===== src/sv/pssq_pkg.sv =====
package pssq_pkg;

  localparam int unsigned BLOCK_COUNT_DEF = 12;
  localparam int unsigned BLK_IDX_W       = 4;
  localparam int unsigned PIN_W           = 5;
  localparam int unsigned CMP_W           = 16;
  localparam int unsigned POS_W           = 8;

  localparam int unsigned SPACING      = 50;
  localparam int unsigned POS_MAX      = 255;
  localparam int unsigned OFFSET       = POS_MAX + SPACING;
  localparam int unsigned LOOP_SPACING = SPACING + SPACING;
  localparam int unsigned LOOP_PERIOD  = OFFSET + POS_MAX + (SPACING / 2);
  localparam int unsigned CMP_MAX      = 32'h0000_ffff;
  localparam int unsigned CMP_MIN      = 5;

  // Phase codes
  localparam logic [1:0] PH_A_ON  = 2'd0;
  localparam logic [1:0] PH_B_ON  = 2'd1;
  localparam logic [1:0] PH_A_OFF = 2'd2;
  localparam logic [1:0] PH_B_OFF = 2'd3;

  // Op codes
  localparam logic OP_START = 1'b0;
  localparam logic OP_MATCH = 1'b1;

  typedef struct packed {
    logic             op;
    logic [CMP_W-1:0] timer_now;
    logic [POS_W-1:0] pos_a;
    logic             servo_a;
    logic [POS_W-1:0] pos_b;
    logic             servo_b;
  } item_t;

  typedef struct packed {
    logic             pin_valid;
    logic [PIN_W-1:0] pin_number;
    logic             pin_level;
    logic [CMP_W-1:0] compare_value;
    logic             busy_res;
    logic             counter_restart;
  } result_t;

  typedef struct packed {
    logic [1:0]           phase;
    logic [BLK_IDX_W-1:0] block_index;
    logic                 busy;
  } status_t;

  // Scale by 8 with clamp, add base with wrap, floor at the minimum
  function automatic logic [CMP_W-1:0] calc_compare(input logic [CMP_W-1:0] v,
                                                    input logic [CMP_W-1:0] base);
    logic [CMP_W-1:0] vc;
    logic [CMP_W+2:0] sc;
    logic [CMP_W:0]   t;
    vc = (v == '0) ? CMP_W'(1) : v;
    sc = {vc, 3'b000};
    if (sc > (CMP_W+3)'(CMP_MAX)) begin
      sc = (CMP_W+3)'(CMP_MAX);
    end
    t = {1'b0, sc[CMP_W-1:0]} + {1'b0, base};
    if (t > (CMP_W+1)'(CMP_MAX)) begin
      t = t - (CMP_W+1)'(CMP_MAX);
    end
    if (t < (CMP_W+1)'(CMP_MIN)) begin
      return CMP_W'(CMP_MIN);
    end
    return t[CMP_W-1:0];
  endfunction

endpackage


===== src/sv/pssq_core.sv =====
module pssq_core
  import pssq_pkg::*;
#(
  parameter int unsigned BLOCK_COUNT = BLOCK_COUNT_DEF
) (
  input  logic    clk,
  input  logic    rst,
  input  logic    fire,
  input  item_t   item,
  output result_t res,
  output status_t status
);

  localparam int unsigned BLK_W = (BLOCK_COUNT > 1) ? $clog2(BLOCK_COUNT) : 1;

  logic [1:0]           phase;
  logic [BLK_IDX_W-1:0] block_index;
  logic                 busy;
  logic [BLOCK_COUNT-1:0] blk_valid;
  logic [POS_W-1:0]     pos_a_reg [BLOCK_COUNT];
  logic [POS_W-1:0]     pos_b_reg [BLOCK_COUNT];

  logic [BLK_W-1:0]     idx;
  logic [BLK_IDX_W:0]   idx_inc;
  logic [BLK_IDX_W-1:0] idx_next;
  logic [POS_W-1:0]     pa_eff;
  logic [POS_W-1:0]     pb_eff;
  logic [CMP_W-1:0]     cmp_b_on;
  logic [CMP_W-1:0]     cmp_a_off;
  logic [CMP_W-1:0]     cmp_finish;
  logic [PIN_W-1:0]     pin_a;
  logic [PIN_W-1:0]     pin_b;
  logic [1:0]           phase_next;
  logic [BLK_IDX_W-1:0] block_index_next;
  logic                 busy_next;

  assign idx      = block_index[BLK_W-1:0];
  assign idx_inc  = {1'b0, block_index} + (BLK_IDX_W+1)'(1);
  assign idx_next = (idx_inc >= (BLK_IDX_W+1)'(BLOCK_COUNT)) ? '0 : idx_inc[BLK_IDX_W-1:0];
  assign pa_eff   = item.servo_a ? item.pos_a : '0;
  assign pb_eff   = item.servo_b ? item.pos_b : '0;
  assign pin_a    = PIN_W'(block_index);
  assign pin_b    = PIN_W'(block_index) + PIN_W'(BLOCK_COUNT);

  // A block never computed since reset reads as all-zero compares
  always_comb begin
    cmp_b_on   = '0;
    cmp_a_off  = '0;
    cmp_finish = '0;
    if (blk_valid[idx]) begin
      cmp_b_on   = calc_compare(CMP_W'(LOOP_SPACING + LOOP_PERIOD - OFFSET)
                                - CMP_W'(pos_b_reg[idx]), '0);
      cmp_a_off  = calc_compare(CMP_W'(LOOP_SPACING + OFFSET)
                                + CMP_W'(pos_a_reg[idx]), '0);
      cmp_finish = calc_compare(CMP_W'(LOOP_SPACING + LOOP_PERIOD), '0);
    end
  end

  always_comb begin
    res              = '0;
    phase_next       = phase;
    block_index_next = block_index;
    busy_next        = busy;
    if (item.op == OP_START) begin
      phase_next        = PH_A_ON;
      block_index_next  = '0;
      res.compare_value = calc_compare(CMP_W'(LOOP_SPACING), item.timer_now);
    end else begin
      res.pin_valid = 1'b1;
      case (phase)
        PH_A_ON: begin
          busy_next         = 1'b1;
          res.pin_number    = pin_a;
          res.pin_level     = 1'b1;
          res.compare_value = cmp_b_on;
          phase_next        = PH_B_ON;
        end
        PH_B_ON: begin
          res.pin_number    = pin_b;
          res.pin_level     = 1'b1;
          res.compare_value = cmp_a_off;
          phase_next        = PH_A_OFF;
        end
        PH_A_OFF: begin
          res.pin_number    = pin_a;
          res.pin_level     = 1'b0;
          res.compare_value = cmp_finish;
          phase_next        = PH_B_OFF;
        end
        default: begin
          res.pin_number      = pin_b;
          res.pin_level       = 1'b0;
          busy_next           = 1'b0;
          block_index_next    = idx_next;
          res.counter_restart = 1'b1;
          res.compare_value   = calc_compare(CMP_W'(LOOP_SPACING), '0);
          phase_next          = PH_A_ON;
        end
      endcase
    end
    res.busy_res = busy_next;
  end

  always_ff @(posedge clk) begin
    if (rst) begin
      phase       <= PH_A_ON;
      block_index <= '0;
      busy        <= 1'b0;
      blk_valid   <= '0;
    end else if (fire) begin
      phase       <= phase_next;
      block_index <= block_index_next;
      busy        <= busy_next;
      // Capture the next block's positions on the B-off event
      if (item.op == OP_MATCH && phase == PH_B_OFF) begin
        blk_valid[idx_next[BLK_W-1:0]] <= 1'b1;
      end
    end
  end

  always_ff @(posedge clk) begin
    if (fire && item.op == OP_MATCH && phase == PH_B_OFF) begin
      pos_a_reg[idx_next[BLK_W-1:0]] <= pa_eff;
      pos_b_reg[idx_next[BLK_W-1:0]] <= pb_eff;
    end
  end

  assign status.phase       = phase;
  assign status.block_index = block_index;
  assign status.busy        = busy;

endmodule


===== src/sv/paired_servo_pulse_sequencer_top.sv =====
// Paired servo pulse sequencer.
// Input stream (s_*): one item per timer event. s_tuser[0] is the op (start
// or compare match); s_tdata carries the captured counter and the positions
// and servo flags of the next block. Output stream (m_*): one result item per
// input item with the pin to switch, its level, the next compare value, the
// busy flag and the counter-restart flag.
// The result passes through two registers: the input register, then the result
// register. Throughput: one item per cycle while the receiver does not stall.
// Reset clears the phase to A on, the block index to 0, busy to 0 and marks
// every block as not yet computed, so its compares read as 0; both pipeline
// registers empty.
// When the receiver stalls, the result register holds its item, the input
// register can still take one more item, and then s_tready drops until
// m_tready returns. No item is lost or repeated.
module paired_servo_pulse_sequencer_top
  import pssq_pkg::*;
#(
  parameter int unsigned BLOCK_COUNT = BLOCK_COUNT_DEF
) (
  input  logic        clk,
  input  logic        rst,
  input  logic        s_tvalid,
  output logic        s_tready,
  // [15:0] timer_now, [23:16] pos_a, [24] servo_a, [32:25] pos_b,
  // [33] servo_b, [39:34] zero
  input  logic [39:0] s_tdata,
  // [0] op
  input  logic [0:0]  s_tuser,
  output logic        m_tvalid,
  input  logic        m_tready,
  // [0] pin_valid, [5:1] pin_number, [6] pin_level, [22:7] compare_value,
  // [23] busy_res, [24] counter_restart, [31:25] zero
  output logic [31:0] m_tdata
);

  logic    v1;
  item_t   item1;
  item_t   item_in;
  logic    adv2;
  logic    fire;
  result_t core_res;
  result_t res;
  status_t status;

  assign item_in.op        = s_tuser[0];
  assign item_in.timer_now = s_tdata[15:0];
  assign item_in.pos_a     = s_tdata[23:16];
  assign item_in.servo_a   = s_tdata[24];
  assign item_in.pos_b     = s_tdata[32:25];
  assign item_in.servo_b   = s_tdata[33];

  assign adv2     = !m_tvalid || m_tready;
  assign fire     = v1 && adv2;
  assign s_tready = !v1 || adv2;

  always_ff @(posedge clk) begin
    if (rst) begin
      v1 <= 1'b0;
    end else if (s_tvalid && s_tready) begin
      v1 <= 1'b1;
    end else if (fire) begin
      v1 <= 1'b0;
    end
  end

  always_ff @(posedge clk) begin
    if (s_tvalid && s_tready) begin
      item1 <= item_in;
    end
  end

  pssq_core #(
    .BLOCK_COUNT(BLOCK_COUNT)
  ) u_core (
    .clk    (clk),
    .rst    (rst),
    .fire   (fire),
    .item   (item1),
    .res    (core_res),
    .status (status)
  );

  always_ff @(posedge clk) begin
    if (rst) begin
      m_tvalid <= 1'b0;
    end else if (adv2) begin
      m_tvalid <= v1;
    end
  end

  always_ff @(posedge clk) begin
    if (fire) begin
      res <= core_res;
    end
  end

  assign m_tdata = {7'b0, res.counter_restart, res.busy_res, res.compare_value,
                    res.pin_level, res.pin_number, res.pin_valid};

  // Busy is set on A on and cleared only on B off
  assert property (@(posedge clk) disable iff (rst)
    status.phase != PH_A_ON |-> status.busy)
    else $error("sequence mid-pulse without busy");

  assert property (@(posedge clk) disable iff (rst)
    {1'b0, status.block_index} < (BLK_IDX_W+1)'(BLOCK_COUNT))
    else $error("block index out of range");

  // A counter restart comes only with the B-off pin action and loop spacing
  assert property (@(posedge clk) disable iff (rst)
    m_tvalid && res.counter_restart |->
      res.pin_valid && !res.pin_level && !res.busy_res &&
      res.compare_value == calc_compare(CMP_W'(LOOP_SPACING), '0))
    else $error("bad counter restart item");

  // A full pipeline under a stall must refuse new items
  assert property (@(posedge clk) disable iff (rst)
    v1 && m_tvalid && !m_tready |-> !s_tready && !fire)
    else $error("item taken while pipeline full");

endmodule


===== config.mk =====
export PLATFORM = sky130hd
export DESIGN_NAME = paired_servo_pulse_sequencer_top
export DESIGN_NICKNAME = d
export VERILOG_FILES = /design/src/sv/pssq_pkg.sv /design/src/sv/pssq_core.sv /design/src/sv/paired_servo_pulse_sequencer_top.sv
export SDC_FILE = /design/constraint.sdc
export NUM_CORES = 1
export LEC_CHECK = 0
export ABC_CLOCK_PERIOD_IN_PS = 10450
export BUFFER_PORTS_ARGS = -buffer_cell sky130_fd_sc_hd__buf_2
export CORE_UTILIZATION = 40
export DETAILED_ROUTE_END_ITERATION = 8
export GPL_TIMING_DRIVEN = 0
export HOLD_SLACK_MARGIN = 0.03
export MAX_ROUTING_LAYER = met4
export PLACE_DENSITY_LB_ADDON = 0.08
export REMOVE_ABC_BUFFERS = 1
export SLEW_MARGIN = 20
export SYNTH_ARGS = -nofsm -noshare
export SYNTH_HDL_FRONTEND = slang
export SYNTH_SLANG_ARGS = --single-unit

===== constraint.sdc =====
create_clock -name clk -period 10.45 [get_ports clk]
set_input_delay 2.09 -clock clk [delete_from_list [all_inputs] [get_ports clk]]
set_output_delay 2.09 -clock clk [all_outputs]
set_load 0.01 [all_outputs]

==> results of run 1 <==
## cells in the final DEF, fill, tap and decap left out, drive strengths merged, types with 8 or more instances in the layout
master / n
edfxtp: 252
buf: 82
nor2: 80
mux4: 51
clkbuf: 38
and2: 32
nand2: 27
dfxtp: 25
clkinv: 18
a21oi: 16
xor2: 16
inv: 15
xnor2: 15
ha: 15
nor3: 13
o21ai: 12
nand3: 11
nand4: 8
a221o: 8
a22oi: 8
## tightest hold or removal path: stages (launching register included)
cell and delay [ns]:
sky130_fd_sc_hd__dfxtp_1 0.32, sky130_fd_sc_hd__nor2_1 0.05, sky130_fd_sc_hd__nor2_1 0.07
## synth_stat cells, drive strengths merged (12+ instances only)
master  count
clkbuf     17
and2       32
inv        16
buf        26
ha         15
nor3       13
nor2       80
nand2      27
xor2       16
a21oi      16
xnor2      15
edfxtp    252
o21ai      12
mux4       51
dfxtp      25
## report_power, final
group	switching, uW	internal (uW)
Clock	417	560
Combinational	46.2	26.8
Sequential	13.3	1220
Total	476	1810
## final cells by class
cell class / instances / area [um^2] / area share (%)
sequential: 277 / 8075 / 58.84
clock inverter: 18 / 132.6 / 0.9664
multi-input combinational: 422 / 3625 / 26.41
inverter: 16 / 60.06 / 0.4376
tap: 384 / 480.5 / 3.501
clock buffer: 38 / 790.8 / 5.762
timing repair buffer: 82 / 559.3 / 4.075
## through the flow
stage / hold WS, ns / cells / instance area, um^2
2_1_floorplan: 0.4348 / 715 / 11660
3_3_place_gp: 0.4458 / 1164 / 12470
3_5_place_dp: 0.4598 / 1181 / 12790
4_1_cts: 0.4727 / 1237 / 13710
5_1_grt: 0.4829 / 1237 / 13720
6_report: 0.4695 / 1237 / 13720
## per-layer routing
metal  global-route usage, %  vias to the layer above  part of all wire, %  routed length (um)
met4                   5.446                        0                  3.0                 788
met3                   2.559                       68                  4.6                1207
met2                   30.25                      217                   49               12940
met5                       -                        -                    0                   0
met1                   23.30                     3421                   43               11400
li1                        -                     3086                    -                   -
## how the worst max path moves through the flow
stage                                                  end  depth (start not counted)
final                                             s_tready                          4
after global routing              m_tdata[8]$_SDFFCE_PP0P_                         12
after CTS                         m_tdata[8]$_SDFFCE_PP0P_                         12
after detailed placement  u_core.pos_b_reg[6][1]$_DFFE_PP_                          7
after global placement    u_core.pos_b_reg[1][4]$_DFFE_PP_                          7
after floorplan           u_core.pos_a_reg[1][0]$_DFFE_PP_                          6
## logic make-up (layout without fill, tap and decap cells)
kind of cell | after synthesis | count (layout) | share of synthesized area (%)
simple gates | 209 | 209 | 8.670
xor+xnor | 31 | 31 | 2.286
mux | 64 | 64 | 10.84
other cells | 1 | 7 | 0.03158
flops | 277 | 277 | 67.93
fa+ha+maj | 15 | 15 | 1.580
compound gates | 96 | 96 | 6.153
buf+inv | 59 | 154 | 2.507
==> impl_summary.txt, run 1 <==
----------------------------------------------------
[Clock network]
  Maximum root-to-sink buffer count ... 3
  TritonCTS Buffers ... 30
  CTS clock-pin slew for the worst setup and hold paths ... 0.05 ns
  Post-CTS Hold Fix Bufs ... 0
  Clock tree from TritonCTS ... built
  Clock tree root buffer cell ... sky130_fd_sc_hd__clkbuf_16
  Total setup buffers inserted after CTS ... 0
  Level count of the clock H-tree ... 1
  Sink Count ... 277
  Total of cells resized after clock tree synthesis ... 0
  Worst-Skew Late Latency ... 0.56 ns

[Routing]
  DRT iter0 DRCs ... 487
  Total detailed-routing wirelength ... 26.34 mm
  First drt pass iteration count ... 5
  Number of vias after detailed routing ... 6792
  Routed length per instance ... 21.29 um
  Residual antenna-violating net count after detailed routing ... 0
  Post-detailed-route via-to-cell ratio ... 5.491
  DRC violations left ... 0

[Critical path]
  Crit Path Max Fanout ... 4
  Worst R2R Path Depth ... 12
  Endpoint of the worst register-to-register path ... m_tdata[8]$_SDFFCE_PP0P_
  Flop2flop setup slack ... 5.83 ns
  Family with the most delay on the worst path ... simple AND/OR/NAND/NOR gates
  Crit path kind ... in2out
  Critical Path Start ... m_tready
  Endpoint class of the critical path ... output pin
  Number of buffers and inverters on the critical path ... 2
  Cells along the critical path ... buf_2, nor2b_1, nand2_1, buf_2
  Critical path data required time ... 8.36 ns
  CP most frequent cell ... sky130_fd_sc_hd__buf_2
  Nature of the critical path startpoint ... primary input
  R2R Path Start ... item1[23]$_DFFE_PP_
  Worst path max stage delay ... 0.22 ns
  Cell at the slowest stage of the critical path ... sky130_fd_sc_hd__nor2b_1
  Data arrival time of the worst path ... 2.65 ns

[Synthesis]
  Most used DFF post-synth ... sky130_fd_sc_hd__edfxtp_1
  Sequential share of the synthesized area ... 67.93%
  Post-synthesis cell type count ... 69
  Area share of the largest cell type after synthesis ... 63.72%
  Avg Inst Size Synth ... 15.79 um^2
  Count of state elements after synthesis ... 277
  Cell types occupying the most area after synthesis ... sky130_fd_sc_hd__edfxtp_1 (64%), sky130_fd_sc_hd__mux4_2 (9.7%), sky130_fd_sc_hd__dfxtp_1 (4.2%)
  Count of flip-flops with a built-in enable after synthesis ... 252
  Cells after Synth ... 752
  Post-synthesis instance area ... 11880 um^2
  Leading area contributor after synthesis ... sky130_fd_sc_hd__edfxtp_1
  Fraction of synthesis flops using an asynchronous set or reset pin ... 0%
  Syn. warnings ... 0

[GRT]
  Vias in the first global route ... 6922
  Initial antenna violation count ... 0
  GRT Residual Overflow ... 0
  GRT Resource Usage Total ... 18.25%
  First-pass GRT wire length ... 40.65 mm
  Pin count of the biggest net entering global routing ... 32

[Timing]
  Final worst path period need ... 4.736 ns
  Skew final ... 0.008666 ns
  Final number of max-transition violations ... 0
  Slew at the pin with the worst max-slew slack ... 0.9939 ns
  Final clock period utilization by the worst path ... 45.32%
  Setup TNS Final ... 0 ns
  Unrepaired setup endpoints after global routing ... no
  Worst slew margin relative to its limit ... 33.33%
  Crit path setup slack, layout ... 5.714 ns
  Timing-limited maximum frequency ... 211.2 MHz
  Endpoints failing setup ... 0
  Hold violation total from the final report ... 0

[Floorplan]
  Row Count ... 62
  Starting Density ... 41.04%
  Die span in x ... 174.3 um
  Die area ... 30380 um^2
  Placeable core region ... 28940 um^2
  Top Ports ... 79
  Floorplan die height ... 174.3 um

[Placed design]
  Placer's final routability congestion estimate ... 0.9048
  Count of buffers inserted at the top-level ports ... 65
  Pre-CTS WS ... 5.217 ns
  Detail Placement HPWL ... 17.61 mm

[Final layout]
  Ratio of cells with drive above 1 in the final layout ... 24.38%
  Final core utilization ... 47.43%
  Inserted Diodes ... 0
  Synthesis-to-layout area growth ... 15.55%
  Final-layout fill cell count ... 2481
  Layout Nets ... 889

[Run status]
  Run status ... complete, no violations

[Power and ir drop]
  Static leakage ... 0.004521 uW
  Design Power ... 2287 uW
  Power density relative to cell area ... 166.6 nW/um^2
  Peak ir drop on the vdd network ... 119.2 uV

[Job]
  Maximum Capacitance Violations ... 0

[Worst hold path]
  Min-Delay Path Class ... reg2reg
  Hold depth ... 2
  Endpoint of the worst hold-timing path ... u_core.blk_valid[2]$_SDFFE_PP0P_
  Min-delay src ... u_core.blk_valid[2]$_SDFFE_PP0P_

----------------------------------------------------
Power figures use the tool's default switching activity.
==> run 2: changes to the inputs <==
--- a/config.mk
+++ b/config.mk
@@ -5,7 +5,8 @@
 export SDC_FILE = /design/constraint.sdc
 export NUM_CORES = 1
 export LEC_CHECK = 0
-export ABC_CLOCK_PERIOD_IN_PS = 10450
+export ABC_AREA = 1
+export ABC_CLOCK_PERIOD_IN_PS = 4700
 export BUFFER_PORTS_ARGS = -buffer_cell sky130_fd_sc_hd__buf_2
 export CORE_UTILIZATION = 40
 export DETAILED_ROUTE_END_ITERATION = 8
==> constraint.sdc (replaced) <==
create_clock -name clk -period 4.7 [get_ports clk]
set_input_delay 0.94 -clock clk [delete_from_list [all_inputs] [get_ports clk]]
set_output_delay 0.94 -clock clk [all_outputs]
set_load 0.01 [all_outputs]
==> run 2 against run 1 <==
Clock power grew 140%. Synthesized cell count is 45% higher. Die area up 1.1%. Register-to-register slack worse by 4.9 ns. Wire length is 11% higher. Sequential share of layout area down 1.1 points. Area after synthesis grew 1.1%. Critical path depth rose by 13. Clock-buffer cell count increased by 6. Sequential cell count did not move. First-iteration DRC count up 21%. Clock skew up 0.0035 ns.
==> impl_summary.txt, run 2 <==
----------------------------------------------------
[Routing]
  DRC violations left ... 0
  Post-detailed-route via-to-cell ratio ... 5.024
  First drt pass iteration count ... 4
  Number of vias after detailed routing ... 7867
  Residual antenna-violating net count after detailed routing ... 0
  Total detailed-routing wirelength ... 29.36 mm
  Routed length per instance ... 18.75 um
  DRT iter0 DRCs ... 589

[Power and ir drop]
  Power density relative to cell area ... 375.8 nW/um^2
  Static leakage ... 0.005167 uW
  Design Power ... 5259 uW
  Peak ir drop on the vdd network ... 285.5 uV

[Timing]
  Hold violation total from the final report ... 0
  Timing-limited maximum frequency ... 261.9 MHz
  Slew at the pin with the worst max-slew slack ... 1.127 ns
  Worst slew margin relative to its limit ... 24.74%
  Skew final ... 0.01215 ns
  Final number of max-transition violations ... 0
  Final clock period utilization by the worst path ... 81.23%
  Unrepaired setup endpoints after global routing ... no
  Setup TNS Final ... 0 ns
  Endpoints failing setup ... 0
  Final worst path period need ... 3.818 ns
  Hold Worst Slack ... 0.4562 ns

[Synthesis]
  Syn. warnings ... 0
  Portion of netlist area occupied by mux cells ... 0.3334%
  Post-synthesis cell type count ... 44
  Share of synthesized cell area in full adder, half adder and majority cells ... 1.563%
  Cell types occupying the most area after synthesis ... sky130_fd_sc_hd__edfxtp_1 (63%), sky130_fd_sc_hd__nor2_1 (5.7%), sky130_fd_sc_hd__nand2_1 (5.0%)
  Xor/xnor share of the synthesized area ... 1.521%
  Sequential share of the synthesized area ... 67.18%
  Most frequently used cell type in the post-synthesis netlist ... sky130_fd_sc_hd__edfxtp_1
  Area share of and/or/nand/nor cells after synthesis ... 13.97%
  Cell types with the highest counts after synthesis ... sky130_fd_sc_hd__edfxtp_1 (252), sky130_fd_sc_hd__nor2_1 (182), sky130_fd_sc_hd__nand2_1 (161)
  Avg Inst Size Synth ... 11.04 um^2
  Dominant combinational cell family by area after synthesis ... simple AND/OR/NAND/NOR gates
  Most used DFF post-synth ... sky130_fd_sc_hd__edfxtp_1
  Cells after Synth ... 1088
  Count of flip-flops with a built-in enable after synthesis ... 252
  Synthesized-area fraction occupied by ao, oa, aoi and oai cells ... 10.21%
  Leading area contributor after synthesis ... sky130_fd_sc_hd__edfxtp_1
  Post-synthesis instance area ... 12010 um^2
  Area share of the largest cell type after synthesis ... 63.01%
  Fraction of synthesis flops using an asynchronous set or reset pin ... 0%
  Count of state elements after synthesis ... 277

[Clock network]
  Post-CTS Hold Fix Bufs ... 0
  TritonCTS Buffers ... 30
  Worst-Skew Late Latency ... 0.54 ns
  Maximum root-to-sink buffer count ... 3
  Total setup buffers inserted after CTS ... 0
  Clock tree root buffer cell ... sky130_fd_sc_hd__clkbuf_16
  Level count of the clock H-tree ... 1
  Clock tree from TritonCTS ... built
  CTS clock-pin slew for the worst setup and hold paths ... 0.06 ns
  Total of cells resized after clock tree synthesis ... 0
  Sink Count ... 277

[Placed design]
  Detail Placement HPWL ... 18.55 mm
  Count of buffers inserted at the top-level ports ... 65
  Placer's final routability congestion estimate ... 0.8783

[Critical path]
  Crit Path Max Fanout ... 68
  Data arrival time of the worst path ... 4.11 ns
  Endpoint class of the critical path ... flip-flop
  Cell at the slowest stage of the critical path ... sky130_fd_sc_hd__o21ai_0
  Crit path kind ... reg2reg
  Worst path max stage delay ... 0.74 ns
  Family with the most delay on the worst path ... compound AO/OA/AOI/OAI gates
  Critical path data required time ... 4.99 ns
  Nature of the critical path startpoint ... flip-flop
  Cells along the critical path ... buf_16, inv_4, buf_16, nor2_1, nor2_1, o21ai_0, o211ai_1, o21ai_0, o21ai_0, nand2_1, nand2_1, nand2_1, xor2_1, nand2_1, nand3_1, o21ai_0, inv_1
  Number of buffers and inverters on the critical path ... 4

[Final layout]
  Most used cells in the layout excluding fill and tap cells ... sky130_fd_sc_hd__edfxtp_1 (252), sky130_fd_sc_hd__nor2_1 (171), sky130_fd_sc_hd__nand2_1 (161), sky130_fd_sc_hd__o21ai_0 (114), sky130_fd_sc_hd__inv_1 (92)
  Most frequent standard cell in the layout excluding fill and tap cells ... sky130_fd_sc_hd__edfxtp_1
  Layout Nets ... 1212
  Synthesis-to-layout area growth ... 16.54%
  Ratio of cells with drive above 1 in the final layout ... 13.01%
  Final core utilization ... 47.35%
  Inserted Diodes ... 0

[GRT]
  GRT Residual Overflow ... 0
  Vias in the first global route ... 7618
  GRT Resource Usage Total ... 19.93%
  Initial antenna violation count ... 0
  Pin count of the biggest net entering global routing ... 69
  First-pass GRT wire length ... 44.91 mm

[Job]
  Maximum Capacitance Violations ... 0

[Floorplan]
  Die area ... 30720 um^2
  Placeable core region ... 29560 um^2
  Top Ports ... 79
  Die span in x ... 175.3 um
  Starting Density ... 40.63%
  Floorplan die height ... 175.3 um
  Row Count ... 63

[Worst hold path]
  Min-Delay Path Class ... reg2reg
  Min-delay src ... u_core.blk_valid[8]$_SDFFE_PP0P_

[Run status]
  Run status ... complete, no violations

----------------------------------------------------
-- run 2: cell count changes in the layout (fill, tap and decap cells not counted), moves of 9 or more --
cell	before	now
sky130_fd_sc_hd__nor2_1	72	171
sky130_fd_sc_hd__mux4_2	51	0
sky130_fd_sc_hd__a21oi_1	16	28
sky130_fd_sc_hd__xnor2_1	15	4
sky130_fd_sc_hd__o21ai_0	6	114
sky130_fd_sc_hd__nand3_1	11	35
sky130_fd_sc_hd__and2_1	31	0
sky130_fd_sc_hd__o22ai_1	7	16
sky130_fd_sc_hd__o211ai_1	3	19
sky130_fd_sc_hd__inv_1	15	92
sky130_fd_sc_hd__nand2_1	27	161
-- run 2: metal layers --
| layer | share of wire, % | track usage (%) |
|---|---|---|
| met3 | 2.9 | 2.273 |
| met5 | 0 | - |
| met2 | 47 | 31.70 |
| met1 | 49 | 27.71 |
| met4 | 1.3 | 4.058 |
-- run 2: path summary, 6_finish.rpt --
path	to	slack (ns)	depth (start not counted)
hold / removal	u_core.blk_valid[8]$_SDFFE_PP0P_	0.46	2
setup / recovery	m_tdata[16]$_DFFE_PP_	0.88	17
setup reg to reg	m_tdata[16]$_DFFE_PP_	0.88	17
hold reg to reg	u_core.blk_valid[8]$_SDFFE_PP0P_	0.46	2
-- run 2: cells by family after synthesis --
logic type,Yosys count
flops,277
xor+xnor,20
simple gates,410
other cells,1
buf+inv,151
fa+ha+maj,15
mux,4
compound gates,210
-- run 2: layout make-up --
type                    instances  area [um^2]
flip-flops and latches        277         8077
well taps                     390        488.0
clock inverters                12        127.6
clock buffers                  44        854.6
fillers                      2750        15560
inverters                     100        377.9
multi-input cells             666         3423
repair buffers                 77        648.1
-- run 2: stage by stage --
step | cell area (um^2) | cells | setup WS [ns]
after floorplan | 11780 | 1043 | 0.3079
after global placement | 12600 | 1498 | -2.747
after detailed placement | 13010 | 1510 | 0.7122
after CTS | 13990 | 1566 | 0.8982
after global routing | 14000 | 1566 | 0.6761
final | 14000 | 1566 | 0.8821
-- run 2: tightest hold or removal path: cells and delay by family, from the launching register on --
kind	cells	cell delay (ns)
buf+inv	1	0.05
compound gates	1	0.06
flops	1	0.29
-- run 2: report_power, final --
| group | internal [uW] | switching [uW] |
|---|---|---|
| clock network | 1410 | 919 |
| logic | 55.9 | 124 |
| registers | 2720 | 23.9 |
| total | 4190 | 1070 |
